===== src/hdl/asml_pkg.sv =====
// ----------------------------------------------------------------------------
// asml_pkg: shared definitions for the armor select and mode lock core
// Angle format, CORDIC arctangent table, armor offset table, register
// indexes, aim mode codes, controller states and control interfaces.
// ----------------------------------------------------------------------------
package asml_pkg;

   localparam int MAX_ARMORS_DEF = 4;

   // Angles are radians times 8192.
   localparam int ANG_PI      = 25736;
   localparam int ANG_TWO_PI  = 51472;
   localparam int ANG_HALF_PI = 12868;

   localparam int ANGLE_W   = 15;   // configuration angles
   localparam int XY_W      = 27;   // CORDIC vector components
   localparam int Z_W       = 17;   // CORDIC angle accumulator
   localparam int WRAP_W    = 19;   // unwrapped armor angle
   localparam int DELTA_W   = 16;   // wrapped armor angle
   localparam int STEP_W    = 4;
   localparam int CORDIC_STEPS = 14;
   localparam int OFFSET_W  = 16;
   localparam int CSR_ADDR_W = 3;

   localparam logic [ANGLE_W-1:0] COMING_RESET  = 15'd8579;
   localparam logic [ANGLE_W-1:0] LEAVING_RESET = 15'd6434;

   // Register indexes, taken from byte address bit 2.
   localparam logic REG_COMING_ANGLE  = 1'b0;
   localparam logic REG_LEAVING_ANGLE = 1'b1;

   // Aim mode codes.
   localparam logic [1:0] MODE_SINGLE = 2'd0;
   localparam logic [1:0] MODE_WHOLE  = 2'd1;
   localparam logic [1:0] MODE_PAIR   = 2'd2;
   localparam logic [1:0] MODE_OTHER  = 2'd3;

   typedef logic [OFFSET_W-1:0] offset_row_type [0:7];

   // Armor offset i*2pi/N rounded to nearest, indexed by N then i (N up to 8).
   localparam offset_row_type ARMOR_OFFSET [0:8] = '{
      '{16'd0, 16'd0,     16'd0,     16'd0,     16'd0,     16'd0,     16'd0,     16'd0},
      '{16'd0, 16'd0,     16'd0,     16'd0,     16'd0,     16'd0,     16'd0,     16'd0},
      '{16'd0, 16'd25736, 16'd0,     16'd0,     16'd0,     16'd0,     16'd0,     16'd0},
      '{16'd0, 16'd17157, 16'd34315, 16'd0,     16'd0,     16'd0,     16'd0,     16'd0},
      '{16'd0, 16'd12868, 16'd25736, 16'd38604, 16'd0,     16'd0,     16'd0,     16'd0},
      '{16'd0, 16'd10294, 16'd20589, 16'd30883, 16'd41178, 16'd0,     16'd0,     16'd0},
      '{16'd0, 16'd8579,  16'd17157, 16'd25736, 16'd34315, 16'd42893, 16'd0,     16'd0},
      '{16'd0, 16'd7353,  16'd14706, 16'd22059, 16'd29413, 16'd36766, 16'd44119, 16'd0},
      '{16'd0, 16'd6434,  16'd12868, 16'd19302, 16'd25736, 16'd32170, 16'd38604, 16'd45038}
   };

   function automatic logic [12:0] cordic_atan(input logic [STEP_W-1:0] step);
      logic [12:0] val;
      case (step)
         4'd0:    val = 13'd6434;
         4'd1:    val = 13'd3798;
         4'd2:    val = 13'd2007;
         4'd3:    val = 13'd1019;
         4'd4:    val = 13'd511;
         4'd5:    val = 13'd256;
         4'd6:    val = 13'd128;
         4'd7:    val = 13'd64;
         4'd8:    val = 13'd32;
         4'd9:    val = 13'd16;
         4'd10:   val = 13'd8;
         4'd11:   val = 13'd4;
         4'd12:   val = 13'd2;
         4'd13:   val = 13'd1;
         default: val = 13'd0;
      endcase
      return val;
   endfunction

   typedef enum logic [2:0] {
      ST_IDLE,
      ST_ROTATE,
      ST_CALC,
      ST_PICK,
      ST_FINISH
   } asml_state_type;

   typedef struct packed {
      logic              load;
      logic              rotate;
      logic [STEP_W-1:0] step;
      logic              calc;
      logic              pick;
      logic              commit;
   } asml_cmd_type;

   typedef struct packed {
      logic count_zero;
      logic scan_last;
   } asml_status_type;

endpackage


===== src/hdl/asml_csr.sv =====
// ----------------------------------------------------------------------------
// asml_csr: configuration registers
// Holds the coming and leaving angles behind a simple APB-style port.
// ----------------------------------------------------------------------------
module asml_csr (
   input  logic                            clock,
   input  logic                            reset,
   input  logic                            csr_psel,
   input  logic                            csr_penable,
   input  logic                            csr_pwrite,
   input  logic [asml_pkg::CSR_ADDR_W-1:0] csr_paddr,
   input  logic [31:0]                     csr_pwdata,
   output logic [31:0]                     csr_prdata,
   output logic                            csr_pready,
   output logic [asml_pkg::ANGLE_W-1:0]    coming_angle,
   output logic [asml_pkg::ANGLE_W-1:0]    leaving_angle
);
   import asml_pkg::*;

   logic [ANGLE_W-1:0] coming_ff, coming_in;
   logic [ANGLE_W-1:0] leaving_ff, leaving_in;
   logic               wr_en;

   assign csr_pready = 1'b1;
   assign wr_en      = csr_psel && csr_penable && csr_pwrite;

   always_comb begin
      coming_in  = coming_ff;
      leaving_in = leaving_ff;
      if (wr_en) begin
         if (csr_paddr[2] == REG_COMING_ANGLE) begin
            coming_in = csr_pwdata[ANGLE_W-1:0];
         end else begin
            leaving_in = csr_pwdata[ANGLE_W-1:0];
         end
      end
   end

   always_ff @(posedge clock) begin
      if (reset) begin
         coming_ff  <= COMING_RESET;
         leaving_ff <= LEAVING_RESET;
      end else begin
         coming_ff  <= coming_in;
         leaving_ff <= leaving_in;
      end
   end

   assign csr_prdata = (csr_paddr[2] == REG_COMING_ANGLE) ? 32'(coming_ff) : 32'(leaving_ff);

   assign coming_angle  = coming_ff;
   assign leaving_angle = leaving_ff;

endmodule


===== src/hdl/asml_ctrl.sv =====
// ----------------------------------------------------------------------------
// asml_ctrl: sequencing controller
// Steps one word through bearing rotation, the armor scan and the commit,
// and owns the result valid flag.
// ----------------------------------------------------------------------------
module asml_ctrl (
   input  logic                      clock,
   input  logic                      reset,
   input  logic                      req_valid,
   output logic                      req_ready,
   output logic                      rsp_valid,
   input  logic                      rsp_ready,
   input  asml_pkg::asml_status_type status,
   output asml_pkg::asml_cmd_type    cmd
);
   import asml_pkg::*;

   asml_state_type    state_ff, state_in;
   logic [STEP_W-1:0] step_ff, step_in;
   logic              rsp_valid_ff, rsp_valid_in;
   logic              out_free;

   assign out_free = !rsp_valid_ff || rsp_ready;

   always_ff @(posedge clock) begin
      if (reset) begin
         state_ff     <= ST_IDLE;
         step_ff      <= '0;
         rsp_valid_ff <= 1'b0;
      end else begin
         state_ff     <= state_in;
         step_ff      <= step_in;
         rsp_valid_ff <= rsp_valid_in;
      end
   end

   always_comb begin
      state_in     = state_ff;
      step_in      = step_ff;
      rsp_valid_in = rsp_valid_ff && !rsp_ready;
      cmd          = '0;
      cmd.step     = step_ff;
      req_ready    = 1'b0;
      case (state_ff)
         ST_IDLE: begin
            req_ready = 1'b1;
            if (req_valid) begin
               cmd.load = 1'b1;
               step_in  = '0;
               state_in = ST_ROTATE;
            end
         end
         ST_ROTATE: begin
            cmd.rotate = 1'b1;
            step_in    = step_ff + 1'b1;
            if (step_ff == STEP_W'(CORDIC_STEPS - 1)) begin
               state_in = status.count_zero ? ST_FINISH : ST_CALC;
            end
         end
         ST_CALC: begin
            cmd.calc = 1'b1;
            state_in = ST_PICK;
         end
         ST_PICK: begin
            cmd.pick = 1'b1;
            state_in = status.scan_last ? ST_FINISH : ST_CALC;
         end
         ST_FINISH: begin
            // Hold the finished word until the output register is free.
            if (out_free) begin
               cmd.commit   = 1'b1;
               rsp_valid_in = 1'b1;
               state_in     = ST_IDLE;
            end
         end
         default: begin
            state_in = ST_IDLE;
         end
      endcase
   end

   assign rsp_valid = rsp_valid_ff;

endmodule


===== src/hdl/asml_datapath.sv =====
// ----------------------------------------------------------------------------
// asml_datapath: bearing, armor angles and selection
// A shared shift-add unit runs the vectoring CORDIC one step per cycle; the
// armor scan wraps each angle in a calc step and folds it into the selection
// trackers in a pick step. The commit resolves the mode and the lock.
// ----------------------------------------------------------------------------
module asml_datapath #(
   parameter int MAX_ARMORS = asml_pkg::MAX_ARMORS_DEF
) (
   input  logic                         clock,
   input  logic                         reset,
   input  asml_pkg::asml_cmd_type       cmd,
   output asml_pkg::asml_status_type    status,
   input  logic signed [15:0]           req_center_x,
   input  logic signed [15:0]           req_center_y,
   input  logic signed [15:0]           req_car_yaw,
   input  logic signed [15:0]           req_spin_rate,
   input  logic [2:0]                   req_armor_count,
   input  logic [1:0]                   req_aim_mode,
   input  logic [asml_pkg::ANGLE_W-1:0] coming_angle,
   input  logic [asml_pkg::ANGLE_W-1:0] leaving_angle,
   output logic [1:0]                   rsp_armor_index
);
   import asml_pkg::*;

   localparam int IDX_W = (MAX_ARMORS > 1) ? $clog2(MAX_ARMORS) : 1;
   localparam int CNT_W = $clog2(MAX_ARMORS + 1);

   // Word registers
   logic signed [15:0]  yaw_ff;
   logic                spin_pos_ff, spin_neg_ff;
   logic [CNT_W-1:0]    count_ff;
   logic [1:0]          mode_ff;
   logic [3:0]          count_sat;

   // CORDIC unit
   logic signed [XY_W-1:0] x_ff, x_in, y_ff, y_in;
   logic signed [Z_W-1:0]  z_ff, z_in;
   logic signed [XY_W-1:0] xs, ys, dx, dy;
   logic signed [Z_W-1:0]  atan_step;

   // Armor scan
   logic [IDX_W-1:0]          scan_ff;
   logic signed [DELTA_W-1:0] delta_ff, delta_in;
   logic signed [WRAP_W-1:0]  raw_angle, wrapped;
   logic [OFFSET_W-1:0]       offset;
   logic [ANGLE_W-1:0]        abs_delta;
   logic                      in_coming, leave_ok;
   logic signed [DELTA_W:0]   delta_ext, leave_ext;

   // Selection trackers
   logic                 min_valid_ff;
   logic [IDX_W-1:0]     min_idx_ff;
   logic [ANGLE_W-1:0]   min_val_ff;
   logic                 pair_valid_ff;
   logic [IDX_W-1:0]     pair_idx_ff;
   logic [ANGLE_W-1:0]   pair_val_ff;
   logic [1:0]           cand_cnt_ff;
   logic [IDX_W-1:0]     cand_a_ff, cand_b_ff;
   logic [ANGLE_W-1:0]   cand_a_val_ff, cand_b_val_ff;
   logic                 whole_found_ff;
   logic [IDX_W-1:0]     whole_idx_ff;

   // Lock and result
   logic                 lock_valid_ff, lock_valid_in;
   logic [IDX_W-1:0]     lock_ff, lock_in;
   logic [IDX_W-1:0]     result;
   logic [IDX_W-1:0]     pair_winner;
   logic [1:0]           rsp_index_ff;

   assign count_sat = ({1'b0, req_armor_count} > 4'(MAX_ARMORS)) ?
                      4'(MAX_ARMORS) : {1'b0, req_armor_count};

   assign status.count_zero = (count_ff == '0);
   assign status.scan_last  = ((CNT_W'(scan_ff) + CNT_W'(1)) == count_ff);

   // Start vector: scaled by 256 and turned into the right half plane.
   always_comb begin
      xs = {{(XY_W - 24){req_center_x[15]}}, req_center_x, 8'b0};
      ys = {{(XY_W - 24){req_center_y[15]}}, req_center_y, 8'b0};
      dx = y_ff >>> cmd.step;
      dy = x_ff >>> cmd.step;
      atan_step = $signed({{(Z_W - 13){1'b0}}, cordic_atan(cmd.step)});
      x_in = x_ff;
      y_in = y_ff;
      z_in = z_ff;
      if (cmd.load) begin
         x_in = xs;
         y_in = ys;
         z_in = '0;
         if (req_center_x[15]) begin
            if (!req_center_y[15]) begin
               x_in = ys;
               y_in = -xs;
               z_in = Z_W'(ANG_HALF_PI);
            end else begin
               x_in = -ys;
               y_in = xs;
               z_in = -Z_W'(ANG_HALF_PI);
            end
         end
      end else if (cmd.rotate) begin
         if (y_ff > 0) begin
            x_in = x_ff + dx;
            y_in = y_ff - dy;
            z_in = z_ff + atan_step;
         end else if (y_ff < 0) begin
            x_in = x_ff - dx;
            y_in = y_ff + dy;
            z_in = z_ff - atan_step;
         end
      end
   end

   // Armor angle relative to the bearing, wrapped into [-pi, pi).
   always_comb begin
      offset    = ARMOR_OFFSET[4'(count_ff)][3'(scan_ff)];
      raw_angle = WRAP_W'(yaw_ff) + $signed({{(WRAP_W - OFFSET_W){1'b0}}, offset})
                  - WRAP_W'(z_ff) + WRAP_W'(ANG_PI);
      if (raw_angle < 0) begin
         wrapped = raw_angle + WRAP_W'(ANG_TWO_PI);
      end else if (raw_angle >= WRAP_W'(2 * ANG_TWO_PI)) begin
         wrapped = raw_angle - WRAP_W'(2 * ANG_TWO_PI);
      end else if (raw_angle >= WRAP_W'(ANG_TWO_PI)) begin
         wrapped = raw_angle - WRAP_W'(ANG_TWO_PI);
      end else begin
         wrapped = raw_angle;
      end
      delta_in = DELTA_W'(wrapped - WRAP_W'(ANG_PI));
   end

   always_comb begin
      abs_delta = delta_ff[DELTA_W-1] ? ANGLE_W'(-delta_ff) : ANGLE_W'(delta_ff);
      in_coming = (abs_delta <= coming_angle);
      delta_ext = {delta_ff[DELTA_W-1], delta_ff};
      leave_ext = $signed({2'b0, leaving_angle});
      leave_ok  = (spin_pos_ff && (delta_ext < leave_ext)) ||
                  (spin_neg_ff && ((delta_ext + leave_ext) > 0));
   end

   always_ff @(posedge clock) begin
      if (cmd.load) begin
         yaw_ff      <= req_car_yaw;
         spin_pos_ff <= !req_spin_rate[15] && (req_spin_rate != '0);
         spin_neg_ff <= req_spin_rate[15];
         mode_ff     <= req_aim_mode;
      end
      x_ff <= x_in;
      y_ff <= y_in;
      z_ff <= z_in;
      if (cmd.calc) begin
         delta_ff <= delta_in;
      end
      if (cmd.pick) begin
         if (!min_valid_ff || (abs_delta < min_val_ff)) begin
            min_idx_ff <= scan_ff;
            min_val_ff <= abs_delta;
         end
         if ((scan_ff[0] == spin_pos_ff) && (!pair_valid_ff || (abs_delta < pair_val_ff))) begin
            pair_idx_ff <= scan_ff;
            pair_val_ff <= abs_delta;
         end
         if (in_coming && (cand_cnt_ff == 2'd0)) begin
            cand_a_ff     <= scan_ff;
            cand_a_val_ff <= abs_delta;
         end
         if (in_coming && (cand_cnt_ff == 2'd1)) begin
            cand_b_ff     <= scan_ff;
            cand_b_val_ff <= abs_delta;
         end
         if (in_coming && leave_ok) begin
            whole_idx_ff <= scan_ff;
         end
      end
      if (cmd.commit) begin
         rsp_index_ff <= 2'(result);
      end
   end

   always_ff @(posedge clock) begin
      if (reset) begin
         count_ff       <= '0;
         scan_ff        <= '0;
         min_valid_ff   <= 1'b0;
         pair_valid_ff  <= 1'b0;
         cand_cnt_ff    <= 2'd0;
         whole_found_ff <= 1'b0;
         lock_valid_ff  <= 1'b0;
         lock_ff        <= '0;
      end else begin
         lock_valid_ff <= lock_valid_in;
         lock_ff       <= lock_in;
         if (cmd.load) begin
            count_ff       <= count_sat[CNT_W-1:0];
            scan_ff        <= '0;
            min_valid_ff   <= 1'b0;
            pair_valid_ff  <= 1'b0;
            cand_cnt_ff    <= 2'd0;
            whole_found_ff <= 1'b0;
         end else if (cmd.pick) begin
            scan_ff      <= scan_ff + 1'b1;
            min_valid_ff <= 1'b1;
            if (scan_ff[0] == spin_pos_ff) begin
               pair_valid_ff <= 1'b1;
            end
            if (in_coming && (cand_cnt_ff != 2'd2)) begin
               cand_cnt_ff <= cand_cnt_ff + 2'd1;
            end
            if (in_coming && leave_ok) begin
               whole_found_ff <= 1'b1;
            end
         end
      end
   end

   // Final choice for the word and the sticky lock of single armor mode.
   always_comb begin
      lock_valid_in = lock_valid_ff;
      lock_in       = lock_ff;
      pair_winner   = (cand_a_val_ff < cand_b_val_ff) ? cand_a_ff : cand_b_ff;
      result        = min_idx_ff;
      if (count_ff == '0) begin
         result = '0;
      end else begin
         case (mode_ff)
            MODE_SINGLE: begin
               if (cand_cnt_ff == 2'd2) begin
                  if (lock_valid_ff && ((lock_ff == cand_a_ff) || (lock_ff == cand_b_ff))) begin
                     result = lock_ff;
                  end else begin
                     result = pair_winner;
                  end
                  if (cmd.commit) begin
                     lock_valid_in = 1'b1;
                     lock_in       = result;
                  end
               end else if (cand_cnt_ff == 2'd1) begin
                  result = cand_a_ff;
                  if (cmd.commit) begin
                     lock_valid_in = 1'b0;
                  end
               end
            end
            MODE_WHOLE: begin
               if (whole_found_ff) begin
                  result = whole_idx_ff;
               end
            end
            MODE_PAIR: begin
               if (4'(count_ff) == 4'd4) begin
                  result = pair_idx_ff;
               end
            end
            MODE_OTHER: begin
               result = min_idx_ff;
            end
            default: begin
               result = min_idx_ff;
            end
         endcase
      end
   end

   assign rsp_armor_index = rsp_index_ff;

endmodule


===== src/hdl/armor_select_mode_lock_core.sv =====
// ----------------------------------------------------------------------------
// armor_select_mode_lock_core: armor plate selector for a spinning target
// Top level joining the configuration registers, the controller and the
// datapath.
// ----------------------------------------------------------------------------
// One word is taken at a time: after acceptance the shared shift-add CORDIC
// unit finds the bearing, then the armor scan, skipped when the count is
// zero, wraps each armor angle and folds it into the selection, and the
// result is committed before the next word is accepted. A new word is
// accepted while the previous result still waits in the output register.
// Counts above MAX_ARMORS saturate, and single armor mode keeps its lock
// across words until a word with exactly one candidate clears it.
module armor_select_mode_lock_core #(
   parameter int MAX_ARMORS = asml_pkg::MAX_ARMORS_DEF
) (
   input  logic                            clock,
   input  logic                            reset,
   input  logic                            req_valid,
   output logic                            req_ready,
   input  logic signed [15:0]              req_center_x,
   input  logic signed [15:0]              req_center_y,
   input  logic signed [15:0]              req_car_yaw,
   input  logic signed [15:0]              req_spin_rate,
   input  logic [2:0]                      req_armor_count,
   input  logic [1:0]                      req_aim_mode,
   output logic                            rsp_valid,
   input  logic                            rsp_ready,
   output logic [1:0]                      rsp_armor_index,
   input  logic                            csr_psel,
   input  logic                            csr_penable,
   input  logic                            csr_pwrite,
   input  logic [asml_pkg::CSR_ADDR_W-1:0] csr_paddr,
   input  logic [31:0]                     csr_pwdata,
   output logic [31:0]                     csr_prdata,
   output logic                            csr_pready
);
   import asml_pkg::*;

   asml_cmd_type       cmd;
   asml_status_type    status;
   logic [ANGLE_W-1:0] coming_angle;
   logic [ANGLE_W-1:0] leaving_angle;

   asml_csr u_csr (
      .clock         (clock),
      .reset         (reset),
      .csr_psel      (csr_psel),
      .csr_penable   (csr_penable),
      .csr_pwrite    (csr_pwrite),
      .csr_paddr     (csr_paddr),
      .csr_pwdata    (csr_pwdata),
      .csr_prdata    (csr_prdata),
      .csr_pready    (csr_pready),
      .coming_angle  (coming_angle),
      .leaving_angle (leaving_angle)
   );

   asml_ctrl u_ctrl (
      .clock     (clock),
      .reset     (reset),
      .req_valid (req_valid),
      .req_ready (req_ready),
      .rsp_valid (rsp_valid),
      .rsp_ready (rsp_ready),
      .status    (status),
      .cmd       (cmd)
   );

   asml_datapath #(
      .MAX_ARMORS (MAX_ARMORS)
   ) u_datapath (
      .clock           (clock),
      .reset           (reset),
      .cmd             (cmd),
      .status          (status),
      .req_center_x    (req_center_x),
      .req_center_y    (req_center_y),
      .req_car_yaw     (req_car_yaw),
      .req_spin_rate   (req_spin_rate),
      .req_armor_count (req_armor_count),
      .req_aim_mode    (req_aim_mode),
      .coming_angle    (coming_angle),
      .leaving_angle   (leaving_angle),
      .rsp_armor_index (rsp_armor_index)
   );

endmodule


===== config.mk =====
export PLATFORM = sky130hd
export DESIGN_NAME = armor_select_mode_lock_core
export DESIGN_NICKNAME = d
export VERILOG_FILES = /design/src/hdl/asml_pkg.sv /design/src/hdl/asml_csr.sv /design/src/hdl/asml_ctrl.sv /design/src/hdl/asml_datapath.sv /design/src/hdl/armor_select_mode_lock_core.sv
export SDC_FILE = /design/constraint.sdc
export NUM_CORES = 1
export LEC_CHECK = 0
export BUFFER_PORTS_ARGS = -buffer_cell sky130_fd_sc_hd__buf_2
export CAP_MARGIN = 20
export CORE_UTILIZATION = 45
export CTS_BUF_LIST = sky130_fd_sc_hd__clkbuf_16
export DETAILED_ROUTE_END_ITERATION = 16
export PLACE_DENSITY = 0.63
export SLEW_MARGIN = 20
export SYNTH_ARGS = -nofsm -noshare
export SYNTH_HDL_FRONTEND = slang
export SYNTH_HIERARCHICAL = 1
export SYNTH_SLANG_ARGS = --single-unit

===== constraint.sdc =====
create_clock -name clock -period 9.94 [get_ports clock]
set_input_delay 0.994 -clock clock [delete_from_list [all_inputs] [get_ports clock]]
set_output_delay 0.994 -clock clock [all_outputs]
set_load 0.02 [all_outputs]

* Word level (Yosys, flattened, before mapping)
Memory sizes are Yosys's and may differ from the RTL's. A register that Yosys moved wholly into a read port is not among the register bits. Index checks and enable logic that the tools add are counted.
Word-level totals: bits in writable memories 0, bits in latches 0, memories kept 2, logic and storage cells 201, ROM bits 2256, register bits after elaboration 230
Memories:
- (no name shown) | depth 16, width 128, read ports 1, clocked after Yosys merged registers in 0, wr ports 0, line asml_datapath.sv:117 | offset = ARMOR_OFFSET[4'(count_ff)][3'(scan_ff)];
- (no name shown) | depth 16, width 13, read ports 1, clocked after Yosys merged registers in 1, wr ports 0, line asml_pkg.sv:55 | case (step)
Cells by class: multipliers 0, shift operators 2, reductions and logical operators 46, add/sub/neg operators 21, bitwise gates (word level) 4, $lt $le $gt $ge 14, div/mod/pow operators 0, multiplexer cells 60, equality and inequality tests 21
Operator list (count):
- $mux W27 | 12
- $mux W128 | 2
- $mux W17 | 6
- $mux W16 | 5
- $add A27 B27 Y27 | 2
- $neg A24 Y27 | 2
- $sshr A27 B4 Y27 | 2
- $sub A27 B27 Y27 | 2
- $bmux W16 S3 | 1
- $lt A15 B15 Y1 | 3
- $gt A32 B1 Y1 const B | 1
- $sub A16 B16 Y16 const B | 2
- $mux W15 | 2
- $gt A27 B1 Y1 const B | 1
- $lt A27 B1 Y1 const B | 1
- $reduce_and A2 Y1 | 11
- $add A19 B16 Y19 const B | 1
- $ge A19 B17 Y1 const B | 1
- $ge A19 B18 Y1 const B | 1
- $lt A19 B1 Y1 const B | 1
- $sub A18 B17 Y19 | 1
- $add A16 B17 Y18 | 1
- $mux W3 | 6
- $add A16 B16 Y17 | 1
- other kinds (45) | 100

* Depth between registers and ports, before layout
depth after elaboration 15, gate-level depth with buffers 32, depth with buffers taken out 29

* Cells and area by module
Netlist, hierarchy kept.
By module, submodules not included:
- asml_datapath | instances 1, area an instance 21085.2 um^2, sequential area each 5635.4 um^2, cells each 2379
- asml_csr | instances 1, area an instance 1592.8 um^2, sequential area each 600.6 um^2, cells each 160
- asml_ctrl | instances 1, area an instance 484.2 um^2, sequential area each 160.2 um^2, cells each 56

* Worst setup path before layout
Ideal clock, no wire load.
path kind register to register, start register u_datapath.count_ff[0], end register u_datapath.delta_ff[15], data pin, slack 3.418 ns, data required time 9.680 ns, arrival 6.262 ns, stages on the path, launching flop included 31, library setup time 0.260 ns, cells stage by stage dfxtp_1 > clkbuf_1 > inv_1 > ha_1 > nand2b_1 > nand2_1 > a32oi_1 > fa_1 > inv_1 > ha_1 > ha_1 > fa_1 > a21o_1 > a21oi_1 > xor2_1 > ha_1 > inv_1 > or4_1 > o211ai_2 > o211a_4 > o32ai_2 > a221oi_2 > buf_4 > a21oi_1 > xnor2_1 > ha_1 > o221ai_1 > o21ai_1 > a21oi_2 > o211ai_2 > xnor2_1
On the way: cells in the longest elaborated chain, start to end 15, elaborated cells between the ends (all ways) 20, those cells by class 7 x add/sub; 3 x order compare; 8 x mux; 1 x bitwise; 1 x memory
RTL lines:
- start: declaration | line asml_datapath.sv:32 | logic [CNT_W-1:0] count_ff;
- start signal: assignment | line asml_datapath.sv:194 | count_ff <= count_sat[CNT_W-1:0];
- $not A3 Y5 (implied by the code) (*) | line asml_datapath.sv:117
- $mem_v2 Z16 W128 (*)
- $mux W128 (implied by the code) (*) (2 in a row) | line asml_datapath.sv:117
- $bmux W16 S3 (*) | line asml_datapath.sv:117
- $mux W16 (implied by the code) (*) (2 in a row) | line asml_datapath.sv:117
- $add A16 B17 Y18 (*) | line asml_datapath.sv:118 | raw_angle = WRAP_W'(yaw_ff) + $signed({{(WRAP_W - OFFSET_W){1'b0}}, offset})
- $sub A18 B17 Y19 (*) | line asml_datapath.sv:119 | - WRAP_W'(z_ff) + WRAP_W'(ANG_PI);
- $add A19 B16 Y19 (*) | line asml_datapath.sv:119
- $sub A16 B15 Y16 / $ge A19 B17 Y1 (equally long branches) | line asml_datapath.sv:125, asml_datapath.sv:124
- $mux W16 | line asml_datapath.sv:124 | end else if (raw_angle >= WRAP_W'(ANG_TWO_PI)) begin
- $mux W16 | line asml_datapath.sv:122 | end else if (raw_angle >= WRAP_W'(2 * ANG_TWO_PI)) begin
- $mux W16 (*) | line asml_datapath.sv:120 | if (raw_angle < 0) begin
- $sub A16 B16 Y16 (*) | line asml_datapath.sv:129 | delta_in = DELTA_W'(wrapped - WRAP_W'(ANG_PI));
- named net u_datapath.delta_in[15] | line asml_datapath.sv:44 | logic signed [DELTA_W-1:0] delta_ff, delta_in;
- end signal: assignment | line asml_datapath.sv:152 | delta_ff <= delta_in;
- end: declaration | line asml_datapath.sv:44
Mark *: on every way through the listed nets, which the timed path passes. The rest lies on a longest branch. The select of a mux whose other input is x is not followed. A chain may end at the register's enable or synchronous reset.

* Final worst setup path
start register u_datapath.count_ff[1], end register u_datapath.delta_ff[14], data pin
The elaborated chain is that of the path after synthesis.

==> run_results.csv <==
group,metric,value,unit
clocking,cts_root_buf,"clkbuf_16",
clocking,htree_levels,1,
logic_synthesis,synth.area.top_cells,"edfxtp_1 (23%), ha_1 (12%), mux4_2 (4.5%)",
detailed_routing,wl_per_cell,18.8,um
critical_path,critPathTopFamily,"compound AO/OA/AOI/OAI gates",
sta,setup_tns,0,ns
logic_synthesis,ys_seq_area_share,27.6,%
cells_and_area,area_delta_synth_final,8.24,%
critical_path,cp_max_fo,12,
critical_path,slowest_stage,"dfxtp_1",
cells_and_area,final.fill_count,4779,
detailed_routing,drtAntennaViolNets,0,
logic_synthesis,ys.flop_type,"edfxtp_1",
sta,finalSetupViolations,0,
critical_path,r2r-start,"u_datapath/count_ff[1]",
critical_path,endpoint_kind,"flip-flop",
critical_path,crit_end,"u_datapath/delta_ff[14]",
sta,worstMarginPinSlew,1.05,ns
critical_path,crit_arrival,8.06,ns
sta,fin_crit,7.73,ns
critical_path,cpPeakStageDelay,0.63,ns
clocking,tritoncts,"done",
clocking,cts_setup_buffers,0,
logic_synthesis,synth_top_area_share,23.2,%
critical_path,setup.worst_path.start,"u_datapath/count_ff[1]",
outcome,status,"finished clean",
global_routing,track_usage,23.6,%
clocking,cts.repair.resized,0,
critical_path,critical_path_class,"flip-flop to flip-flop",
sta,clock.fmax,0.129,GHz
logic_synthesis,ys_warn_count,6,
worst_hold_path,hp-class,"flip-flop to flip-flop",
sta,relSlewSlack,29.7,%
floorplan,num_rows,82,
detailed_routing,wirelength,62700,um
clocking,cts_num_sinks,230,
clocking,insertion_delay,0.59,ns
detailed_routing,drt_iter0_drc,1535,
logic_synthesis,async_flop_share,0,%
logic_synthesis,syn_area,23200,um2
cells_and_area,multi_input_area,15400,um2
clocking,hold_buffers,0,
sta,skew,0.0115,ns
clocking,clk_pin_slew_worst_paths,0.06,ns
cells_and_area,final_core_util,49.7,%
global_routing,grt-ovfl-total,0,
floorplan,ios,148,
place,io_buffers,110,
logic_synthesis,yosys_register_bits,230,
clocking,cts_max_path_buffers,3,
cells_and_area,n_antenna_cell,0,
detailed_routing,dr_total_vias,19427,
global_routing,grt_pass1_wl,100000,um
logic_synthesis,synth_edf_count,179,
clocking,numCtsBuffers,29,
critical_path,regToRegSetupSlack,2.21,ns
floorplan,die-width,229,um
global_routing,grt_pass1_vias,18522,
detailed_routing,drcViolationCount,0,
global_routing,grt_max_degree,81,
critical_path,cp.required,10.26,ns
critical_path,reg2regPathDepth,25,
logic_synthesis,synth_area_per_cell,8.93,um2
logic_synthesis,yosysTopAreaCell,"edfxtp_1",
logic_synthesis,ys_types,118,
place,place_congestion,0.933,
place,hpwl,47600,um
sta,drv_slew,0,
critical_path,path_buf_inv,3,
cells_and_area,regArea,6400,um2
critical_path,crit_cells,25,
floorplan,start_util,45.9,%
detailed_routing,drtPass1Iterations,5,
detailed_routing,routed_via_density,5.84,
cells_and_area,num-nets-final,2993,
sta,rsz0062_at_grt,"no",
floorplan,core,50500,um2
critical_path,start_kind,"flip-flop",
floorplan,die-area,52400,um2
global_routing,antenna_found_initial,0,
sta,min_period_over_period,77.8,%
flow_run,maxCapViolCount,0,
sta,hold_viol,0,
critical_path,rr_endpoint,"u_datapath/delta_ff[14]",
floorplan,chipHeight,229,um
cells_and_area,layout-drive-gt1-share,11.9,%
logic_synthesis,syn_inst,2595,
-- layout make-up --
| cell class | count | area share [%] |
|---|---|---|
| flip-flops and latches | 230 | 25.5 |
| multi-input cells | 2044 | 61.6 |
| clock buffers | 29 | 2.89 |
| well taps | 672 | 3.35 |
| repair buffers | 123 | 2.60 |
| clock inverters | 25 | 0.888 |
| inverters | 206 | 3.10 |
-- per-stage QoR --
stage | hold WS (ns) | instance area [um2] | setup slack [ns] | instances
floorplan | 0.442 | 23200 | 3.42 | 2611
global placement | 0.464 | 24100 | 2.41 | 3275
detailed placement | 0.478 | 24100 | 2.33 | 3275
CTS | 0.491 | 25100 | 2.28 | 3329
global route | 0.507 | 25100 | 1.55 | 3329
finish | 0.488 | 25100 | 2.21 | 3329
-- cells by family (layout without fill, tap and decap cells) --
logic type / after synthesis / count (layout) / synth area share (%)
buffers and inverters: 337 / 383 / 6.23
muxes: 151 / 151 / 9.24
adders and majority gates: 248 / 248 / 14.1
DFF: 230 / 230 / 27.6
xor gates and xnor gates: 189 / 189 / 7.36
AOI/OAI and AO/OA: 685 / 685 / 19.2
other: 2 / 18 / 0.0324
and+or+nand+nor: 753 / 753 / 16.2
-- placed cells by master, fill, tap and decap left out, types with 21 or more instances in the layout --
cell type / Yosys / final
edfxtp_1: 179 / 179
mux4_2: 46 / 46
nand2b_1: 66 / 66
dfxtp_1: 51 / 47
a31oi_1: 23 / 21
mux2_2: 33 / 33
nor2b_1: 33 / 33
o21a_1: 26 / 26
buf_2: 21 / 109
nor2_1: 147 / 146
xor2_1: 86 / 86
o211ai_1: 38 / 38
nor3_1: 55 / 55
o31ai_1: 29 / 29
mux2i_1: 71 / 71
and3_1: 23 / 23
nand3_1: 60 / 60
a21o_1: 59 / 59
o21ai_0: 184 / 184
ha_1: 227 / 227
clkbuf_16: 0 / 29
fa_1: 21 / 21
inv_1: 203 / 207
nand2_1: 231 / 230
or3_1: 24 / 24
xnor2_1: 98 / 98
a21oi_1: 172 / 172
-- tightest hold or removal path, stage by stage (launching register included) --
cell and delay (ns):
dfxtp_1 0.33, nand2_1 0.06, a21oi_1 0.05
-- how the worst min path moves through the flow --
stage	from	endpoint	slack [ns]	depth (start not counted)
floorplan	u_datapath/lock_valid_ff	u_datapath/lock_valid_ff	0.44	2
detailed placement	u_csr/coming_angle[6]	u_csr/coming_angle[6]	0.48	2
global route	u_datapath/whole_found_ff	u_datapath/whole_found_ff	0.51	1
global placement	u_datapath/lock_valid_ff	u_datapath/lock_valid_ff	0.46	2
finish	u_datapath/lock_valid_ff	u_datapath/lock_valid_ff	0.49	2
CTS	u_datapath/lock_valid_ff	u_datapath/lock_valid_ff	0.49	2
-- cell usage after synthesis (9+ instances only) --
cell and instances:
a211o_1 12, a211oi_1 16, a21o_1 59, a21oi_1 172, a31oi_1 23, and2_1 17, and3_1 23, buf_1 16
buf_2 21, buf_4 24, clkbuf_1 63, dfxtp_1 51, edfxtp_1 179, fa_1 21, ha_1 227, inv_1 203
mux2_2 33, mux2i_1 71, mux4_2 46, nand2_1 231, nand2b_1 66, nand3_1 60, nand4_1 19, nor2_1 147
nor2b_1 33, nor3_1 55, nor3b_1 9, nor4_1 20, o211ai_1 38, o21a_1 26, o21ai_0 184, o21bai_1 13
o31ai_1 29, or3_1 24, xnor2_1 98, xor2_1 86
-- per-layer routing --
metal  GRT usage, %  share of wire [%]  vias up
met2           37.8                 45      574
met1           34.0                 48     9290
met3           2.48                5.6       77
met4           5.29                1.8        0
met5              0                  0        -
li1               -                  -     9486
-- registers in the layout (all words and copies together), names as in the netlist, 3 cells and up --
register / count
u_csr/coming_angle: 15
u_ctrl/state_ff: 3
u_datapath/cand_a_val_ff: 15
u_datapath/y_ff: 27
u_datapath/yaw_ff: 16
u_datapath/pair_val_ff: 15
u_datapath/x_ff: 27
u_datapath/cand_b_val_ff: 15
u_datapath/delta_ff: 16
u_datapath/min_val_ff: 15
u_datapath/z_ff: 17
u_csr/leaving_angle: 15
u_datapath/count_ff: 3
u_ctrl/step_ff: 4
Power is not shown: default switching activity piles up to over one toggle a cycle in this logic, so the estimate is an artifact.
